**config.mk**
```make
export PLATFORM = sky130hd
export DESIGN_NAME = boiler_thermostat_pulse_control_flat
export DESIGN_NICKNAME = d
export VERILOG_FILES = /design/src/design/bctp_pkg.sv /design/src/design/bctp_req_if.sv /design/src/design/bctp_rsp_if.sv /design/src/design/boiler_thermostat_pulse_control.sv /design/src/design/bctp_cfg.sv /design/src/design/bctp_core.sv /design/src/flat_wrapper.sv
export SDC_FILE = /design/constraint.sdc
export NUM_CORES = 1
export LEC_CHECK = 0
export BUFFER_PORTS_ARGS = -buffer_cell sky130_fd_sc_hd__buf_2
export CORE_ASPECT_RATIO = 0.8
export CORE_MARGIN = 2
export CORE_UTILIZATION = 25
export DETAILED_ROUTE_END_ITERATION = 16
export PLACE_DENSITY = 0.43
export SETUP_SLACK_MARGIN = 0.4
export SLEW_MARGIN = 20
export SYNTH_ARGS = -nofsm -noshare
export SYNTH_HDL_FRONTEND = slang
export SYNTH_SLANG_ARGS = --single-unit
export TNS_END_PERCENT = 30
```
**constraint.sdc**
```tcl
create_clock -name clk -period 10.55 [get_ports clk]
set_input_delay 2.11 -clock clk [delete_from_list [all_inputs] [get_ports clk]]
set_output_delay 2.11 -clock clk [all_outputs]
set_load 0.1 [all_outputs]
```
**src/design/bctp_pkg.sv**
```systemverilog
// ----------------------------------------------------------------------------
// bctp_pkg: shared types and constants
// Item and result layouts, register indexes, band and pulse constants for the
// boiler thermostat pulse control block.
// ----------------------------------------------------------------------------
package bctp_pkg;

	localparam int unsigned PULSE_PERIOD_MS_DEF = 1000;

	// fixed point temperatures, 1/16 degC
	localparam int BAND_WIDE   = 160;
	localparam int BAND_NARROW = 80;
	localparam int STEAM_BAND  = 160;
	localparam int PCT_NEAR    = 75;
	localparam int PCT_CLOSE   = 50;
	localparam logic [7:0] WATER_PUMP_VALUE = 8'd50;

	// temperature arithmetic width (16 bit signed plus 12 bit signed plus band)
	localparam int TEMP_W = 18;

	localparam logic [1:0] REQ_COFFEE    = 2'd0;
	localparam logic [1:0] REQ_STEAM     = 2'd1;
	localparam logic [1:0] REQ_HOT_WATER = 2'd2;

	typedef enum logic [2:0] {
		REG_BREW_SETPOINT    = 3'd0,
		REG_TEMP_OFFSET      = 3'd1,
		REG_STEAM_SETPOINT   = 3'd2,
		REG_STEAM_PULSE_PCT  = 3'd3,
		REG_STEAM_PUMP_VALUE = 3'd4,
		REG_STEAM_PRESS_LIM  = 3'd5,
		REG_STEAM_TIMEOUT    = 3'd6,
		REG_WATER_CUTOFF     = 3'd7
	} reg_idx_t;

	typedef struct packed {
		logic [11:0]        brew_setpoint;
		logic signed [11:0] temp_offset;
		logic [11:0]        steam_setpoint;
		logic [6:0]         steam_pulse_percent;
		logic [7:0]         steam_pump_value;
		logic [15:0]        steam_pressure_limit;
		logic [31:0]        steam_timeout_ms;
		logic [11:0]        water_cutoff;
	} cfg_t;

	typedef struct packed {
		logic [1:0]         req_type;
		logic [31:0]        now_ms;
		logic signed [15:0] temperature;
		logic               brew_active;
		logic               brew_switch;
		logic               steam_switch;
		logic [15:0]        pressure;
	} req_item_t;

	typedef struct packed {
		logic       boiler_on;
		logic       steam_valve_off;
		logic       steam_relay_off;
		logic       pump_write;
		logic [7:0] pump_value;
		logic       display_write;
		logic       display_mode;
		logic       steam_forgotten;
	} rsp_item_t;

endpackage

```
**src/design/bctp_req_if.sv**
```systemverilog
// ----------------------------------------------------------------------------
// bctp_req_if: control tick channel
// Valid/ready channel carrying one control tick per beat.
// ----------------------------------------------------------------------------
interface bctp_req_if import bctp_pkg::*; ();
	logic      valid;
	logic      ready;
	req_item_t data;

	modport source (output valid, output data, input ready);
	modport sink (input valid, input data, output ready);
endinterface

```
**src/design/bctp_rsp_if.sv**
```systemverilog
// ----------------------------------------------------------------------------
// bctp_rsp_if: command result channel
// Valid/ready channel carrying one set of heater and steam commands per beat.
// ----------------------------------------------------------------------------
interface bctp_rsp_if import bctp_pkg::*; ();
	logic      valid;
	logic      ready;
	rsp_item_t data;

	modport source (output valid, output data, input ready);
	modport sink (input valid, input data, output ready);
endinterface

```
**src/design/boiler_thermostat_pulse_control.sv**
```systemverilog
// ----------------------------------------------------------------------------
// boiler_thermostat_pulse_control: boiler heater and steam command controller
// Input register, decision logic and result register lie between a tick and its result.
// Throughput: one tick per cycle while the result channel is not stalled.
// The control state feeds back to the next tick, so ticks retire back to back.
// Reset: arst_n clears heater, pulse phase, steam timer and loads register defaults.
// ----------------------------------------------------------------------------
module boiler_thermostat_pulse_control import bctp_pkg::*; #(
	parameter int unsigned PULSE_PERIOD_MS = PULSE_PERIOD_MS_DEF
) (
	input  logic        clk,
	input  logic        arst_n,
	input  logic        cfg_we,
	input  logic [2:0]  cfg_idx,
	input  logic [31:0] cfg_data,
	bctp_req_if.sink    req,
	bctp_rsp_if.source  rsp
);

	cfg_t      cfg;
	req_item_t item_s1;
	logic      valid_s1;
	rsp_item_t result;
	rsp_item_t rsp_data_q;
	logic      rsp_valid_q;
	logic      advance, fire;

	bctp_cfg u_cfg (
		.clk     (clk),
		.arst_n  (arst_n),
		.cfg_we  (cfg_we),
		.cfg_idx (cfg_idx),
		.cfg_data(cfg_data),
		.cfg     (cfg)
	);

	assign advance   = ~rsp_valid_q | rsp.ready;
	assign fire      = valid_s1 & advance;
	assign req.ready = ~valid_s1 | advance;

	always_ff @(posedge clk or negedge arst_n) begin
		if (!arst_n) begin
			valid_s1 <= 1'b0;
		end else if (req.ready) begin
			valid_s1 <= req.valid;
		end
	end

	always_ff @(posedge clk) begin
		if (req.valid && req.ready) begin
			item_s1 <= req.data;
		end
	end

	bctp_core #(
		.PULSE_PERIOD_MS(PULSE_PERIOD_MS)
	) u_core (
		.clk   (clk),
		.arst_n(arst_n),
		.cfg   (cfg),
		.item  (item_s1),
		.fire  (fire),
		.result(result)
	);

	always_ff @(posedge clk or negedge arst_n) begin
		if (!arst_n) begin
			rsp_valid_q <= 1'b0;
		end else if (advance) begin
			rsp_valid_q <= valid_s1;
		end
	end

	always_ff @(posedge clk) begin
		if (fire) begin
			rsp_data_q <= result;
		end
	end

	assign rsp.valid = rsp_valid_q;
	assign rsp.data  = rsp_data_q;

endmodule

```
**src/design/bctp_cfg.sv**
```systemverilog
// ----------------------------------------------------------------------------
// bctp_cfg: configuration registers
// Write-only register bank for setpoints, offset, pulse and steam settings.
// ----------------------------------------------------------------------------
module bctp_cfg import bctp_pkg::*; (
	input  logic        clk,
	input  logic        arst_n,
	input  logic        cfg_we,
	input  logic [2:0]  cfg_idx,
	input  logic [31:0] cfg_data,
	output cfg_t        cfg
);

	cfg_t cfg_q;

	always_ff @(posedge clk or negedge arst_n) begin
		if (!arst_n) begin
			cfg_q.brew_setpoint        <= 12'd1488;
			cfg_q.temp_offset          <= 12'sd0;
			cfg_q.steam_setpoint       <= 12'd2480;
			cfg_q.steam_pulse_percent  <= 7'd50;
			cfg_q.steam_pump_value     <= 8'd0;
			cfg_q.steam_pressure_limit <= 16'd384;
			cfg_q.steam_timeout_ms     <= 32'd900000;
			cfg_q.water_cutoff         <= 12'd1360;
		end else if (cfg_we) begin
			unique case (reg_idx_t'(cfg_idx))
				REG_BREW_SETPOINT:    cfg_q.brew_setpoint        <= cfg_data[11:0];
				REG_TEMP_OFFSET:      cfg_q.temp_offset          <= $signed(cfg_data[11:0]);
				REG_STEAM_SETPOINT:   cfg_q.steam_setpoint       <= cfg_data[11:0];
				REG_STEAM_PULSE_PCT:  cfg_q.steam_pulse_percent  <= cfg_data[6:0];
				REG_STEAM_PUMP_VALUE: cfg_q.steam_pump_value     <= cfg_data[7:0];
				REG_STEAM_PRESS_LIM:  cfg_q.steam_pressure_limit <= cfg_data[15:0];
				REG_STEAM_TIMEOUT:    cfg_q.steam_timeout_ms     <= cfg_data;
				REG_WATER_CUTOFF:     cfg_q.water_cutoff         <= cfg_data[11:0];
				default: ;
			endcase
		end
	end

	assign cfg = cfg_q;

endmodule

```
**src/design/bctp_core.sv**
```systemverilog
// ----------------------------------------------------------------------------
// bctp_core: thermostat decision logic and control state
// Band compares, water cutoff, pulse timing and steam timer for one registered tick; the
// heater, pulse and steam timer state advances when the tick is retired.
// ----------------------------------------------------------------------------
module bctp_core import bctp_pkg::*; #(
	parameter int unsigned PULSE_PERIOD_MS = PULSE_PERIOD_MS_DEF
) (
	input  logic      clk,
	input  logic      arst_n,
	input  cfg_t      cfg,
	input  req_item_t item,
	input  logic      fire,
	output rsp_item_t result
);

	localparam int TW = $clog2(PULSE_PERIOD_MS + 1);
	localparam logic [TW-1:0] PERIOD  = TW'(PULSE_PERIOD_MS);
	localparam logic [TW-1:0] ON_NEAR = TW'(PCT_NEAR * PULSE_PERIOD_MS / 100);
	localparam logic [TW-1:0] ON_CLOSE = TW'(PCT_CLOSE * PULSE_PERIOD_MS / 100);

	// on time per percent; percentages above 100 saturate to the full period
	logic [TW-1:0] on_tab [0:127];
	for (genvar i = 0; i < 128; i++) begin : g_on_tab
		if (i <= 100) begin : g_in
			assign on_tab[i] = TW'(i * PULSE_PERIOD_MS / 100);
		end else begin : g_sat
			assign on_tab[i] = PERIOD;
		end
	end

	logic        relay_q, phase_q, forg_q;
	logic [31:0] start_q, ref_q;
	logic        relay_d, phase_d, forg_d;
	logic [31:0] start_d, ref_d;

	logic signed [TEMP_W-1:0] sensor, off_ext, sp_brew, sp_steam, temp_ext, max_water;

	assign off_ext   = TEMP_W'(cfg.temp_offset);
	assign temp_ext  = TEMP_W'(item.temperature);
	assign sensor    = temp_ext + off_ext;
	assign sp_brew   = $signed({{(TEMP_W-12){1'b0}}, cfg.brew_setpoint}) + off_ext;
	assign sp_steam  = $signed({{(TEMP_W-12){1'b0}}, cfg.steam_setpoint}) + off_ext;
	assign max_water = $signed({{(TEMP_W-12){1'b0}}, cfg.water_cutoff});

	logic          do_pulse;
	logic [TW-1:0] on_sel;
	logic [TW-1:0] off_sel;
	logic [31:0]   phase_end;
	logic          pulse_due;
	rsp_item_t     res;

	always_comb begin
		do_pulse = 1'b0;
		on_sel   = ON_NEAR;
		relay_d  = relay_q;
		ref_d    = ref_q;
		forg_d   = forg_q;
		res      = '0;
		unique case (item.req_type)
			REQ_COFFEE: begin
				res.display_write = 1'b1;
				if (item.brew_active) begin
					if (sensor <= sp_brew - TEMP_W'(BAND_WIDE)) relay_d = 1'b1;
					else if (sensor <= sp_brew) do_pulse = 1'b1;
					else relay_d = 1'b0;
				end else begin
					if (sensor <= sp_brew - TEMP_W'(BAND_WIDE)) relay_d = 1'b1;
					else if (sensor <= sp_brew - TEMP_W'(BAND_NARROW)) do_pulse = 1'b1;
					else if (sensor < sp_brew) begin
						do_pulse = 1'b1;
						on_sel   = ON_CLOSE;
					end else relay_d = 1'b0;
				end
				res.steam_valve_off = item.brew_active | ~item.brew_switch;
				res.steam_relay_off = 1'b1;
			end
			REQ_STEAM: begin
				res.display_write = 1'b1;
				res.display_mode  = item.steam_switch;
				on_sel            = on_tab[cfg.steam_pulse_percent];
				if (sensor > sp_steam + TEMP_W'(STEAM_BAND)) begin
					relay_d        = 1'b0;
					res.pump_write = 1'b1;
					res.pump_value = cfg.steam_pump_value;
				end else if (sensor > sp_steam) begin
					do_pulse = 1'b1;
				end else if (sensor < sp_steam) begin
					relay_d = 1'b1;
				end
				if (item.pressure > cfg.steam_pressure_limit)
					forg_d = (item.now_ms - ref_q) >= cfg.steam_timeout_ms;
				else
					ref_d = item.now_ms;
			end
			REQ_HOT_WATER: begin
				res.pump_write = 1'b1;
				res.pump_value = WATER_PUMP_VALUE;
				relay_d        = temp_ext < max_water;
			end
			default: ;
		endcase
	end

	assign off_sel   = PERIOD - on_sel;
	assign phase_end = start_q + (phase_q ? 32'(on_sel) : 32'(off_sel));
	assign pulse_due = do_pulse && (item.now_ms > phase_end);

	always_comb begin
		phase_d = phase_q;
		start_d = start_q;
		result  = res;
		if (pulse_due) begin
			phase_d = ~phase_q;
			start_d = item.now_ms;
		end
		result.boiler_on       = pulse_due ? ~phase_q : relay_d;
		result.steam_forgotten = forg_d;
	end

	always_ff @(posedge clk or negedge arst_n) begin
		if (!arst_n) begin
			relay_q <= 1'b0;
			phase_q <= 1'b0;
			start_q <= '0;
			ref_q   <= '0;
			forg_q  <= 1'b0;
		end else if (fire) begin
			relay_q <= result.boiler_on;
			phase_q <= phase_d;
			start_q <= start_d;
			ref_q   <= ref_d;
			forg_q  <= forg_d;
		end
	end

endmodule
```
**src/flat_wrapper.sv**
```systemverilog
// flat-port wrapper written by rule: the top's interface ports become plain ports
module boiler_thermostat_pulse_control_flat import bctp_pkg::*;
#(
	parameter int unsigned PULSE_PERIOD_MS = PULSE_PERIOD_MS_DEF
)
  (clk, arst_n, cfg_we, cfg_idx, cfg_data, req_valid, req_data, req_ready, rsp_valid, rsp_data, rsp_ready);
  bctp_req_if req_i ();
  bctp_rsp_if rsp_i ();
  input  logic clk;
  input  logic arst_n;
  input  logic cfg_we;
  input  logic [2:0] cfg_idx;
  input  logic [31:0] cfg_data;
  input wire logic [$bits(req_i.valid)-1:0] req_valid;
  input wire logic [$bits(req_i.data)-1:0] req_data;
  output wire logic [$bits(req_i.ready)-1:0] req_ready;
  output wire logic [$bits(rsp_i.valid)-1:0] rsp_valid;
  output wire logic [$bits(rsp_i.data)-1:0] rsp_data;
  input wire logic [$bits(rsp_i.ready)-1:0] rsp_ready;
  assign req_i.valid = req_valid;
  assign req_i.data = req_data;
  assign req_ready = req_i.ready;
  assign rsp_valid = rsp_i.valid;
  assign rsp_data = rsp_i.data;
  assign rsp_i.ready = rsp_ready;
  boiler_thermostat_pulse_control #(.PULSE_PERIOD_MS(PULSE_PERIOD_MS)) u_core (.clk(clk), .arst_n(arst_n), .cfg_we(cfg_we), .cfg_idx(cfg_idx), .cfg_data(cfg_data), .req(req_i), .rsp(rsp_i));
endmodule
```
==> results.txt <==
* Sequential share of power: 22.6%
- Share of total power in the clock network: 19.1%
* Data required time at the worst endpoint: 11.00 ns
- The total area inside the core boundary comes to 74050 sq um.
- Total wire length after detailed routing: 55210 um
* TritonCTS clock tree: yes
- After detailed routing, the number of vias per cell comes to 4.621.
* Total via count in the routed design: 13900
- Register bit count reported by yosys: 264
* Final number of hold-violating endpoints: 0
- Measured along the x axis, the die boundary spans 310.4 um.
- Entering global routing, the biggest net connects 87 pins.
- Net count reported at finish: 2344
* Synthesis-to-finish area growth: 18.46%
* Area of the mapped netlist: 18780 sq um
* Effective utilization at floorplan: 25.36%
- Worst slew margin: 34.91%
- Across all hold checks on the routed design, the worst slack comes to 0.4900 ns.
- Worst setup EP type: flop
- The flow ran to the end, and the final reports show no timing, DRC or antenna violations.
* Worst-case clock buffer depth: 3
* Proportion of layout cells with a drive suffix above 1: 23.17%
- Switch share: 43.21%
- Wire length of the first global-routing pass: 84410 um
- The die is 249.1 um tall.
- Worst hold path class: reg2reg
- Startpoint types: flop
* Gr usage total: 14.21%
- The H-tree was split into 2 levels.
- ANT nets after route: 0
- The synthesized design contains 84 enable-type register cells.
* Detailed-placement wirelength estimate: 42880 um
* Post-cts hold buffer count: 0
- On the worst path, the slowest cell contributes a delay of 0.41 ns.
- After clock tree synthesis, the clock-pin slew on the worst setup and hold paths is 0.06 ns.
- A synthesized cell averages 10.43 sq um.
- The analysis attributes to cell leakage a power of 9.872 nW.
* Total grt overflow: 0
- Cell internal power was estimated by the tool at 3.836 mW.
* Sequential element share of the synthesized area: 37.62%
- At the later pin of the worst-skew pair, clock insertion delay measures 0.57 ns.
* Synthesized net count: 2166
* Combinational power share: 58.3%
- Buffers inserted during clock tree synthesis total 36.
* Final setup viols: 0
- Tmin final: 9.632 ns
- Peak clock frequency supported by timing: 0.1038 GHz
- 0 antenna diodes ended up in the layout.
* Arrival time reported for the critical path endpoint: 10.08 ns
- Worst vdd ir: 0.1186 mV
- Critical-path cell with the highest stage delay: dfrtp_1
- Yosys warnings: 0
- At the pin with the least slew margin, the transition time is 0.9744 ns.
- Net switching power of the design: 2.919 mW
- # clock sinks: 264
- Power density over the cells: 303.6 nW/um^2
* Drt wl/cell: 18.35 um
* Final period utilization: 91.30%
* Number of global-route vias before repair: 13820
- Library cell appearing most often on the critical path: ha_1
- Routability-driven placement finished with a final weighted congestion of 0.8432.
- Share of synthesized flip-flops with an asynchronous set or reset: 68.18%
- Post-route clock skew: 0.02131 ns
- Gate count of the mapped netlist: 1801
- The pre-antenna-repair detailed-routing pass consisted of 5 iterations.
- Setup repair after global routing left no endpoint under its margin.
- Die outline area: 77340 sq um
- The netlist uses 93 different library cells.
- The count of buffers added on input and output ports is 125.
- Core utilization of the finished layout: 30.04%
* Worst Path Class, Setup: reg2reg
- The tree is rooted in a clkbuf_16.
- In the synthesized netlist the dominant register cell turns out to be dfrtp_1.
- Total Neg Setup Slack: 0 ns
- Total count of max-transition violations in the final report: 0
- Number of remaining DRC errors: 0
- In this run the worst path has a maximum fanout of 8.
* Number of placed I/O pins: 126
* Total number of placement rows: 89
* Maxcap violations: 0
- The detailed router finished its first iteration with 720 violations.
- The initial antenna violation count came to 6.
cell usage after synthesis, types with 17 or more instances:
library cell	instances	share of area, %
o211ai_1	21	0.84
nand3_1	41	1.1
xor2_1	38	1.8
clkbuf_1	25	0.50
inv_1	155	3.1
o21a_1	24	0.96
a21o_1	68	2.7
nand4_1	31	1.0
a21oi_1	108	2.9
and3_1	24	0.80
dfrtp_1	150	20
a211oi_1	17	0.68
xnor2_1	71	3.3
mux2_2	114	6.8
nor2b_1	29	0.97
o21ai_0	97	2.6
ha_1	251	17
nand2b_1	25	0.83
nor3_1	19	0.51
edfxtp_1	84	13
dfstp_2	30	4.2
mux2_4	29	2.3
nand2_1	99	2.0
nor2_1	82	1.6
layout by cell type, fill, tap and decap left out, types with 6 or more instances in the layout:
master,count
ha_1,250
inv_1,155
dfrtp_1,150
buf_2,124
mux2_2,114
a21oi_1,100
nand2_1,96
o21ai_0,91
edfxtp_1,84
nor2_1,76
xnor2_1,71
a21o_1,68
buf_4,44
nand3_1,41
xor2_1,37
clkbuf_16,37
nand4_1,31
dfstp_2,30
nor2b_1,29
mux2_4,29
nand2b_1,25
o21a_1,23
and3_1,22
o211ai_1,21
nor3_1,17
a211oi_1,17
clkbuf_1,13
a31oi_1,9
or3_1,9
o21bai_1,8
o31ai_1,8
a21oi_2,8
and2_1,7
a21boi_0,6
nand3b_1,6
timing repair:
action | 4_1_cts | 5_1_grt
pin swaps | 1 | 21
endpoints found under the hold margin | 0 | 0
setup endpoints to repair | 35 | 35
setup buffers | 1 | 17
resized for setup | 6 | 33
cloned | 0 | 1
worst paths after layout:
path | start | endpoint | slack, ns | cells after the start
min | u_core.valid_s1 | u_core.rsp.valid | 0.49 | 1
max in group asynchronous | arst_n | u_core.u_cfg.cfg[11] | 7.58 | 2
max reg2reg | u_core.u_cfg.cfg[87] | u_core.u_core.start_q[14] | 0.92 | 51
min in group asynchronous | arst_n | u_core.u_core.ref_q[15] | 1.61 | 1
max | u_core.u_cfg.cfg[87] | u_core.u_core.start_q[14] | 0.92 | 51
min reg2reg | u_core.valid_s1 | u_core.rsp.valid | 0.49 | 1
registers in the layout, summed over array words and instances, names as in the netlist, 15 cells and up:
| register | flops |
|---|---|
| u_core.item_s1 | 69 |
| u_core.u_core.ref_q | 32 |
| u_core.u_cfg.cfg | 111 |
| u_core.u_core.start_q | 32 |
| u_core.rsp.data | 15 |
stage by stage:
step / worst slack (ns) / area, sq um / instances / total power, mW
6_report: 0.9177 / 22250 / 3008 / 6.755
5_1_grt: 0.3278 / 22250 / 3008 / 7.385
4_1_cts: 0.4306 / 21980 / 2990 / 6.687
3_5_place_dp: 0.06202 / 20720 / 2923 / 5.313
3_3_place_gp: 0.3521 / 20720 / 2923 / 5.259
2_1_floorplan: 1.312 / 18780 / 1801 / 4.283
cell type report:
cell class / instances / area [sq um]
clock buffers: 51 / 977.2
repair buffers: 173 / 1032
flip-flops and latches: 264 / 7064
well taps: 1001 / 1252
inverters: 155 / 581.8
clock inverters: 15 / 256.5
fillers: 7674 / 51810
multi-input cells: 1349 / 11080
critical path: cells and delay by family (launching register included):
kind / cells / cell delay (ns)
DFF: 1 / 0.41
xor gates and xnor gates: 4 / 0.54
buffers and inverters: 4 / 0.54
muxes: 1 / 0.30
adders and majority gates: 7 / 1.92
and+or+nand+nor: 19 / 2.88
AOI/OAI and AO/OA: 16 / 2.90
per-layer routing:
| layer | GRT usage (%) | part of all wire (%) |
|---|---|---|
| met5 | 0 | 0.10 |
| met4 | 3.395 | 1.9 |
| met3 | 2.578 | 4.3 |
| met2 | 19.38 | 39 |
| met1 | 22.52 | 55 |
cell families after synthesis:
family	Yosys count	share of synthesized area, %
adder cells (fa/ha/maj)	257	17.31
AO/OA/AOI/OAI	424	14.98
multiplexers	146	9.314
AND/OR/NAND/NOR	412	11.49
XOR/XNOR	110	5.170
buffers and inverters	188	4.118
flip-flops	264	37.62
power groups by stage:
stage	registers [mW]	clock network, mW	logic (mW)
final	1.53	1.29	3.94
after floorplan	1.52	0	2.76
after CTS	1.53	1.35	3.81
after global placement	1.54	0	3.72
after detailed placement	1.54	0	3.77
after global routing	1.56	1.38	4.44
Note: power is estimated with default switching activity, not from simulation.
